<file path="src/design/ifs_ram.sv">
// Generic single-port RAM with registered read.
`default_nettype none
module ifs_ram #(
   parameter int Width = 8,
   parameter int Depth = 16
) (
   input  wire logic                     clock,
   input  wire logic                     wr_en,
   input  wire logic [$clog2(Depth)-1:0] addr,
   input  wire logic [Width-1:0]         wr_data,
   output logic      [Width-1:0]         rd_data
);
   logic [Width-1:0] mem [Depth];

   always_ff @(posedge clock) begin
      if (wr_en) mem[addr] <= wr_data;
      rd_data <= mem[addr];
   end
endmodule
`default_nettype wire

</file>
<file path="config.mk">
export PLATFORM = sky130hd
export DESIGN_NAME = ifs_ram
export DESIGN_NICKNAME = d
export VERILOG_FILES = /design/src/design/ifs_ram.sv
export SDC_FILE = /design/constraint.sdc
export NUM_CORES = 1
export LEC_CHECK = 0
export BUFFER_PORTS_ARGS = -buffer_cell sky130_fd_sc_hd__buf_2
export CORE_ASPECT_RATIO = 0.5
export CORE_UTILIZATION = 35
export CTS_BUF_LIST = sky130_fd_sc_hd__clkbuf_2
export CTS_CLUSTER_DIAMETER = 100
export DETAILED_ROUTE_END_ITERATION = 10
export HOLD_SLACK_MARGIN = 0.05
export SYNTH_ARGS = -nofsm -noshare
export SYNTH_HDL_FRONTEND = slang
export SYNTH_SLANG_ARGS = --single-unit
</file>
<file path="constraint.sdc">
create_clock -name clock -period 1.9 [get_ports clock]
set_clock_uncertainty 0.15 [all_clocks]
set_input_delay 0.095 -clock clock [delete_from_list [all_inputs] [get_ports clock]]
set_output_delay 0.095 -clock clock [all_outputs]
set_load 0.01 [all_outputs]
</file>
; Word-level counts from Yosys, hierarchy flattened
; Memories as Yosys holds them, arrays and structs flattened. A register that Yosys moved wholly into a read port is not among the register bits.
; Index checks and enable logic that the tools add are counted.
[word_totals]
mem_count = 1
output_inout_bits = 8
elab_cells = 3
ram_bits = 128
ff_bits = 0
in_bits = 14
[op_classes]
muxes = 2
[mem_list]
columns = name, depth, word_bits, read_ports, rd_clocked_by_memory_dff, write_ports, line_no
row1 = mem, 16, 8, 1, 1, 1, 13  ; logic [Width-1:0] mem [Depth];
[op_table]
columns = cell, count
row1 = $mux W1, 2

; Longest topological paths before layout
; Gate-level depths: netlist (run 1).
[logic_depth]
ltp_word = 2
ltp_mapped = 5
mapped_depth_nobuf = 3

; Worst setup path before layout (run 1)
; No wires, ideal clock.
[synth_timing]
path_type = input port to flip-flop
from = input port addr[2]
to = memory mem[0][0], enable pin
t_arrival_ns = 1.205
path_buffers = 0
required_time_ns = 1.367
setup_time_ns = 0.383
path_slack_ns = 0.162
path_stages = 2
cell_sequence = or3b_2 -> nor3_1
[synth_rtl]
columns = item, line_no
row1 = from (decl), 9  ; input wire logic [$clog2(Depth)-1:0] addr,
row2 = to (decl), 13
; Straight into the memory's write port.

==> flow_metrics.tcl, run 1 <==
set metrics [dict create \
    dpl.hpwl_mm 6.02 \
    antennaDiodeCount 0 \
    synth_fp_nets 244 \
    leakage_component_of_the_power_nw 1.93 \
    worst_ir_drop_vdd_v 0.000361 \
    number_of_levels_in_the_clock_h_tree 4 \
    origin_of_the_critical_flop_to_flop_path "mem[0][1]$_DFFE_PP_" \
    detail_route.drc_violations 0 \
    timing.setup.tns_ns 0 \
    final.setup.worst_slack_ns 0.309 \
    synth-async-reset-ratio 0 \
    area_delta_synth_final_pct 16.0 \
    synth_ff_type "sky130_fd_sc_hd__edfxtp_1" \
    min_path_cells 2 \
    count_of_input_and_output_buffers 21 \
    place_congestion 0.734 \
    status "completed" \
    layout.cells.most_common_list "128 x sky130_fd_sc_hd__edfxtp_1, 32 x sky130_fd_sc_hd__mux4_2, 21 x sky130_fd_sc_hd__clkbuf_2, 21 x sky130_fd_sc_hd__buf_2, 18 x sky130_fd_sc_hd__buf_4" \
    clk_path_buf_depth 2 \
    fin_crit_sh 0.838 \
    synth_seq_area_share 0.790 \
    grt_start_max_net_pins 40 \
    grt_setup_unrepaired "no" \
    route.final.wire_length_mm 9.34 \
    antenna_violations_before_repair 0 \
    timing.slew.headroom 0.656 \
    tritoncts_clock_tree "yes" \
    route.detailed.vias_per_inst 4.83 \
    num-nets-final 308 \
    dp_slack_ns 0.214 \
    fmax_mhz 628 \
    period_needed_ns 1.59 \
    placementRows 30 \
    worst_setup_ep_type "flip-flop" \
    synthDistinctLibCells 18 \
    floorplan.core_area_um2 13900 \
    post_route_insts_no_fill 499 \
    vias 2411 \
    final-max-slew-violation-count 0 \
    post_route_cells_drive_above_1_share 0.342 \
    switching_share 0.227 \
    critical_r2r_capture "rd_data[1]$_DFF_P_" \
    p_comb_frac 0.068 \
    drt-initial-drc-count 160 \
    number_of_buffers_inserted_during_clock_tree_synthesis 17 \
    worst_r2r_path_depth 3 \
    grt_first_pass_wirelength_mm 14.3 \
    wl_per_cell_um 18.7 \
    die-width_um 172 \
    switching_power_mw 1.17 \
    wp_data_required_ns 2.34 \
    yosys_warnings 0 \
    dp_cells 453 \
    timing.critical_path.arrival_ns 2.03 \
    filler_cell_count 1206 \
    detailedRoute.firstPassIterationCount 5 \
    crit_type "input port to flip-flop" \
    grt_overflow_total 0 \
    final_common_cell "sky130_fd_sc_hd__edfxtp_1" \
    synthesis.instances 230 \
    first_global_vias 2550 \
    grtUsageTotal 0.138 \
    clock-root-buffer "sky130_fd_sc_hd__clkbuf_2" \
    hold_class "input port to flip-flop" \
    maxCapViolations 0 \
    hold-path-endpoint "mem[9][5]$_DFFE_PP_" \
    worst-r2r-setup-slack_ns 0.38 \
    pwr_density_cell_nw_per_um2 875 \
    power.internal_mw 3.98 \
    drt.antenna.violating_nets 0 \
    postSynthAreaPerCell_um2 22.0 \
    syn-cell-area_um2 5070 \
    setup.worst_path.start_class "input port" \
    path_max_fanout 8 \
    initial_standard_cell_utilization_of_the_core 0.366 \
    hold_path.startpoint "wr_data[5]" \
    post_cts_buffers 0 \
    floorplan.io_pins 22 \
    die_area_um2 15000 \
    finalHoldViolations 0 \
    seq_power_share 0.655 \
    finalSetupViolations 0 \
    insertion_delay_ns 0.68 \
    die_y_um 87.1 \
    worst_setup_hold_path_clk_slew_ns 0.19 \
    pwr-share-clk 0.277 \
    number_of_enable_flip_flop_cells_after_synthesis 128 \
    cts.sinks 136 \
    synth_register_bits 136 \
    tightest_slew_ns 0.514 \
]
critical path, stage by stage:
cell and delay (ns):
sky130_fd_sc_hd__dlygate4sd3_1 0.53, sky130_fd_sc_hd__buf_2 0.16, sky130_fd_sc_hd__nor2b_1 0.13, sky130_fd_sc_hd__dlygate4sd3_1 0.68, sky130_fd_sc_hd__a22oi_1 0.33, sky130_fd_sc_hd__nand2_1 0.11
stage by stage:
stage / hold WS (ns) / util / power (mW) / instance area, um^2
5_1_grt: 0.122 / 0.425 / 5.32 / 5880
3_5_place_dp: 0.346 / 0.401 / 3.76 / 5550
2_1_floorplan: 0.0439 / - / 3.61 / 5070
4_1_cts: 0.125 / 0.425 / 5.18 / 5890
3_3_place_gp: 0.328 / 0.401 / 3.75 / 5550
6_report: 0.182 / 0.425 / 5.14 / 5880
power by group through the flow:
stage,Clock [mW],Combinational [mW],Sequential (mW)
after floorplan,0,0.173,3.44
after global placement,0,0.318,3.43
after detailed placement,0,0.329,3.44
after CTS,1.46,0.354,3.37
after global routing,1.57,0.376,3.37
final,1.43,0.349,3.37
cells by family (layout without fill, tap and decap cells):
group                  Yosys count  count (layout)  share of synthesized area
AND/OR/NAND/NOR                 35              35                     0.0321
multiplexers                    32              32                      0.142
AO/OA/AOI/OAI                   16              16                     0.0237
flip-flops                     136             136                      0.790
buffers and inverters           11              88                     0.0119
worst max-delay path by stage:
stage / from / slack (ns) / endpoint / cells after the start
2_1_floorplan: addr[2] / 0.16 / mem[0][0]$_DFFE_PP_ / 2
3_3_place_gp: addr[0] / 0.25 / rd_data[1]$_DFF_P_ / 5
3_5_place_dp: addr[2] / 0.21 / mem[0][0]$_DFFE_PP_ / 4
4_1_cts: mem[14][2]$_DFFE_PP_ / 0.02 / rd_data[2]$_DFF_P_ / 4
5_1_grt: mem[10][5]$_DFFE_PP_ / 0.35 / rd_data[5]$_DFF_P_ / 3
6_report: addr[2] / 0.31 / rd_data[1]$_DFF_P_ / 6
state kept, by name (all words and copies together) (netlist names):
signal and flops:
mem 128, rd_data 8
routing by layer:
layer	vias up	routed length, um	GRT usage
met1	1261	4260	0.178
li1	1089	-	-
met2	49	4560	0.219
met5	-	0	0
met3	12	390	0.0395
met4	0	133	0.0628
what timing repair did:
item,CTS,global route
setup endpoints to repair,0,1
hold endpoints to repair,264,0
resized for setup,0,1
hold buffers,15,0
cell type report:
cell class                 count  area, um^2  share of cell area
tap                          192         240              0.0409
clock buffer                  21         105              0.0179
sequential                   136        4000               0.681
clock inverter                11        82.6              0.0140
multi-input combinational     83        1010               0.171
timing repair buffer          56         440              0.0749
synthesized netlist by cell type (2+ instances only):
| cell type | count | share of area |
|---|---|---|
| sky130_fd_sc_hd__nor2b_1 | 2 | 0.0025 |
| sky130_fd_sc_hd__buf_6 | 2 | 0.0044 |
| sky130_fd_sc_hd__mux4_2 | 32 | 0.14 |
| sky130_fd_sc_hd__nor2_1 | 13 | 0.0096 |
| sky130_fd_sc_hd__nand2_1 | 9 | 0.0067 |
| sky130_fd_sc_hd__nor3_1 | 4 | 0.0040 |
| sky130_fd_sc_hd__clkbuf_1 | 2 | 0.0015 |
| sky130_fd_sc_hd__buf_1 | 4 | 0.0030 |
| sky130_fd_sc_hd__nand3b_1 | 2 | 0.0030 |
| sky130_fd_sc_hd__nand2b_1 | 2 | 0.0025 |
| sky130_fd_sc_hd__dfxtp_1 | 8 | 0.032 |
| sky130_fd_sc_hd__buf_2 | 2 | 0.0020 |
| sky130_fd_sc_hd__a22oi_1 | 16 | 0.024 |
| sky130_fd_sc_hd__edfxtp_1 | 128 | 0.76 |
Note: power is estimated with default switching activity, not from simulation.
==> run 2, diff against run 1 <==
--- a/config.mk
+++ b/config.mk
@@ -5,6 +5,7 @@
 export SDC_FILE = /design/constraint.sdc
 export NUM_CORES = 1
 export LEC_CHECK = 0
+export ABC_AREA = 1
 export BUFFER_PORTS_ARGS = -buffer_cell sky130_fd_sc_hd__buf_2
 export CORE_ASPECT_RATIO = 0.5
 export CORE_UTILIZATION = 35
==> constraint.sdc (replaced) <==
create_clock -name clock -period 1.5 [get_ports clock]
set_clock_uncertainty 0.15 [all_clocks]
set_input_delay 0.075 -clock clock [delete_from_list [all_inputs] [get_ports clock]]
set_output_delay 0.075 -clock clock [all_outputs]
set_load 0.01 [all_outputs]
==> flow_metrics.tcl, run 2 <==
set metrics [dict create \
    status "completed" \
    grt_first_pass_wirelength_mm 19.9 \
    route.final.wire_length_mm 12.7 \
    dp_slack_ns 0.0208 \
    die_y_um 91.4 \
    worstSetupStartpoint "rd_data[3]$_DFF_P_" \
    crit_path_top_delay_cell "sky130_fd_sc_hd__dfxtp_1" \
    timing.critical_path.arrival_ns 1.15 \
    die_area_um2 16500 \
    timing.slew.headroom 0.697 \
    number_of_enable_flip_flop_cells_after_synthesis 128 \
    grtUsageTotal 0.165 \
    largest_registers "mem x128, rd_data x8" \
    yosys_warnings 0 \
    area_delta_synth_final_pct 15.1 \
    synthDistinctLibCells 11 \
    synthAdderAreaFrac 0 \
    post_route_cells_drive_above_1_share 0.138 \
    synth_ff_type "sky130_fd_sc_hd__edfxtp_1" \
    synthesis.instances 548 \
    maxCapViolations 0 \
    grt_setup_unrepaired "no" \
    period_needed_ns 1.38 \
    number_of_buffers_inserted_during_clock_tree_synthesis 17 \
    place_congestion 0.823 \
    post_cts_resize_count 0 \
    hold_path.startpoint "wr_data[6]" \
    wl_per_cell_um 15.5 \
    fmax_mhz 726 \
    leakage_component_of_the_power_nw 2.76 \
    cp.depth 1 \
    post_cts_buffers 0 \
    worst-r2r-setup-slack_ns 0.28 \
    final-max-slew-violation-count 0 \
    synth_top_area_frac 0.687 \
    synth_register_bits 136 \
    drt-initial-drc-count 191 \
    drt.antenna.violating_nets 0 \
    yosys-mux-area-fraction 0 \
    antennaDiodeCount 0 \
    ys_top_cells_by_count "346 x sky130_fd_sc_hd__nand2_1, 128 x sky130_fd_sc_hd__edfxtp_1, 21 x sky130_fd_sc_hd__inv_1" \
    finalHoldViolations 0 \
    crit_type "flip-flop to output pin" \
    worst_r2r_path_depth 8 \
    clk_path_buf_depth 2 \
    path_cells "buf_2" \
    post_synth_xor_area_fraction 0 \
    final.setup.worst_slack_ns 0.124 \
    setup.worst_path.start_class "flip-flop" \
    detailedRoute.firstPassIterationCount 4 \
    multi_input_comb_area_um2 1410 \
    number_of_levels_in_the_clock_h_tree 4 \
    detail_route.drc_violations 0 \
    clock-root-buffer "sky130_fd_sc_hd__clkbuf_2" \
    count_of_input_and_output_buffers 21 \
    dpl.hpwl_mm 8.12 \
    synth_seq_area_share 0.716 \
    die-width_um 181 \
    register_area_um2 4000 \
    cp_num_buf_inv 1 \
    worst_setup_ep_type "output pin" \
    num-nets-final 619 \
    critical_r2r_capture "rd_data[1]$_DFF_P_" \
    finalPower_mw 7.02 \
    synth_area_leaders "sky130_fd_sc_hd__edfxtp_1 69%, sky130_fd_sc_hd__nand2_1 23%, sky130_fd_sc_hd__dfxtp_1 2.9%, sky130_fd_sc_hd__inv_1 1.4%, sky130_fd_sc_hd__nor2_1 1.2%" \
    pwr_density_cell_nw_per_um2 1090 \
    post_synth_and_or_nand_nor_area_fraction 0.248 \
    initial_standard_cell_utilization_of_the_core 0.361 \
    largest_reg_flops 128 \
    path_delay_family "flip-flops" \
    antenna_violations_before_repair 0 \
    insertion_delay_ns 0.68 \
    cts.sinks 136 \
    worst_ir_drop_vdd_v 0.000353 \
    finalSetupViolations 0 \
    worst_setup_hold_path_clk_slew_ns 0.21 \
    route.detailed.vias_per_inst 4.52 \
    tightest_slew_ns 0.454 \
    grt_start_max_net_pins 33 \
    synth_largest_area_cell "sky130_fd_sc_hd__edfxtp_1" \
    path_max_fanout 1 \
    grt_overflow_total 0 \
    synth_top_family_by_area "simple AND/OR/NAND/NOR gates" \
    crit_path_max_incr_delay_ns 0.37 \
    wp_data_required_ns 1.27 \
    placementRows 32 \
    vias 3719 \
    syn-cell-area_um2 5590 \
    min_path_cells 2 \
    largest_register "mem" \
    hold_class "input port to flip-flop" \
    post-synth-top-count-cell "sky130_fd_sc_hd__nand2_1" \
    postSynthAreaPerCell_um2 10.2 \
    fin_crit_sh 0.918 \
    hold-path-endpoint "mem[11][6]$_DFFE_PP_" \
    tritoncts_clock_tree "yes" \
    synth-async-reset-ratio 0 \
    floorplan.core_area_um2 15500 \
    final_common_cell "sky130_fd_sc_hd__nand2_1" \
    synth_compound_area_frac 0 \
    floorplan.io_pins 22 \
    filler_cell_count 1463 \
    synth_fp_nets 562 \
    layout.cells.most_common_list "346 x sky130_fd_sc_hd__nand2_1, 128 x sky130_fd_sc_hd__edfxtp_1, 23 x sky130_fd_sc_hd__buf_4" \
    origin_of_the_critical_flop_to_flop_path "mem[11][1]$_DFFE_PP_" \
    first_global_vias 3565 \
]
## run 2: cell types whose count changed after synthesis, moves of 2 or more
cell / delta
sky130_fd_sc_hd__nand3_1: +3
sky130_fd_sc_hd__a22oi_1: -16
sky130_fd_sc_hd__buf_1: -4
sky130_fd_sc_hd__buf_4: +6
sky130_fd_sc_hd__nand3b_1: -2
sky130_fd_sc_hd__buf_6: -2
sky130_fd_sc_hd__mux4_2: -32
sky130_fd_sc_hd__inv_1: +21
sky130_fd_sc_hd__nand2b_1: -2
sky130_fd_sc_hd__nor2b_1: -2
sky130_fd_sc_hd__nand2_1: +337
sky130_fd_sc_hd__nor3_1: -4
sky130_fd_sc_hd__buf_2: +10
sky130_fd_sc_hd__nor2_1: +5
## run 2: repair_timing
action | 4_1_cts | 5_1_grt
setup endpoints to repair | 0 | 0
hold endpoints to repair | 264 | 0
hold buffers | 13 | 0
## run 2: area by class of cell
type	count	area share
Clock buffer	21	0.0163
Clock inverter	11	0.0206
Inverter	23	0.0134
Multi-Input combinational cell	368	0.218
Sequential cell	136	0.622
Tap cell	204	0.0397
Timing Repair Buffer	59	0.0696
## run 2: report_power, final
part | switching, mW | internal, mW
Combinational | 0.390 | 0.177
Sequential | 0.0225 | 4.24
Clock | 1.25 | 0.933
## run 2: per-layer routing
| layer | share of wire | up-vias | track usage | wire length (um) |
|---|---|---|---|---|
| li1 | - | 1864 | - | - |
| met3 | 0.037 | 14 | 0.0349 | 476 |
| met2 | 0.48 | 69 | 0.264 | 6100 |
| met5 | 0 | - | 0 | 0 |
| met1 | 0.47 | 1772 | 0.219 | 5990 |
| met4 | 0.013 | 0 | 0.0620 | 164 |
## run 2: logic make-up (layout without fill, tap and decap cells)
| logic type | after synthesis | in the layout |
|---|---|---|
| DFF | 136 | 136 |
| buffers and inverters | 44 | 114 |
| and+or+nand+nor | 368 | 368 |
## run 2: stage by stage
stage,TNS [ns],hold slack (ns),utilization,cells,instance area [um^2]
finish,0,0.212,0.415,822,6440
global route,0,0.149,0.415,822,6440
CTS,0,0.160,0.415,822,6440
detailed placement,0,0.318,0.392,777,6070
global placement,0,0.318,0.392,777,6070
floorplan,-5.89,0.0239,-,548,5610
## run 2: worst max-delay path by stage
stage | endpoint | slack (ns)
after floorplan | mem[3][0]$_DFFE_PP_ | -0.10
after global placement | mem[4][2]$_DFFE_PP_ | 0.02
after detailed placement | mem[4][2]$_DFFE_PP_ | 0.02
after CTS | rd_data[3] | 0.07
after global routing | rd_data[3] | 0.03
final | rd_data[3] | 0.12
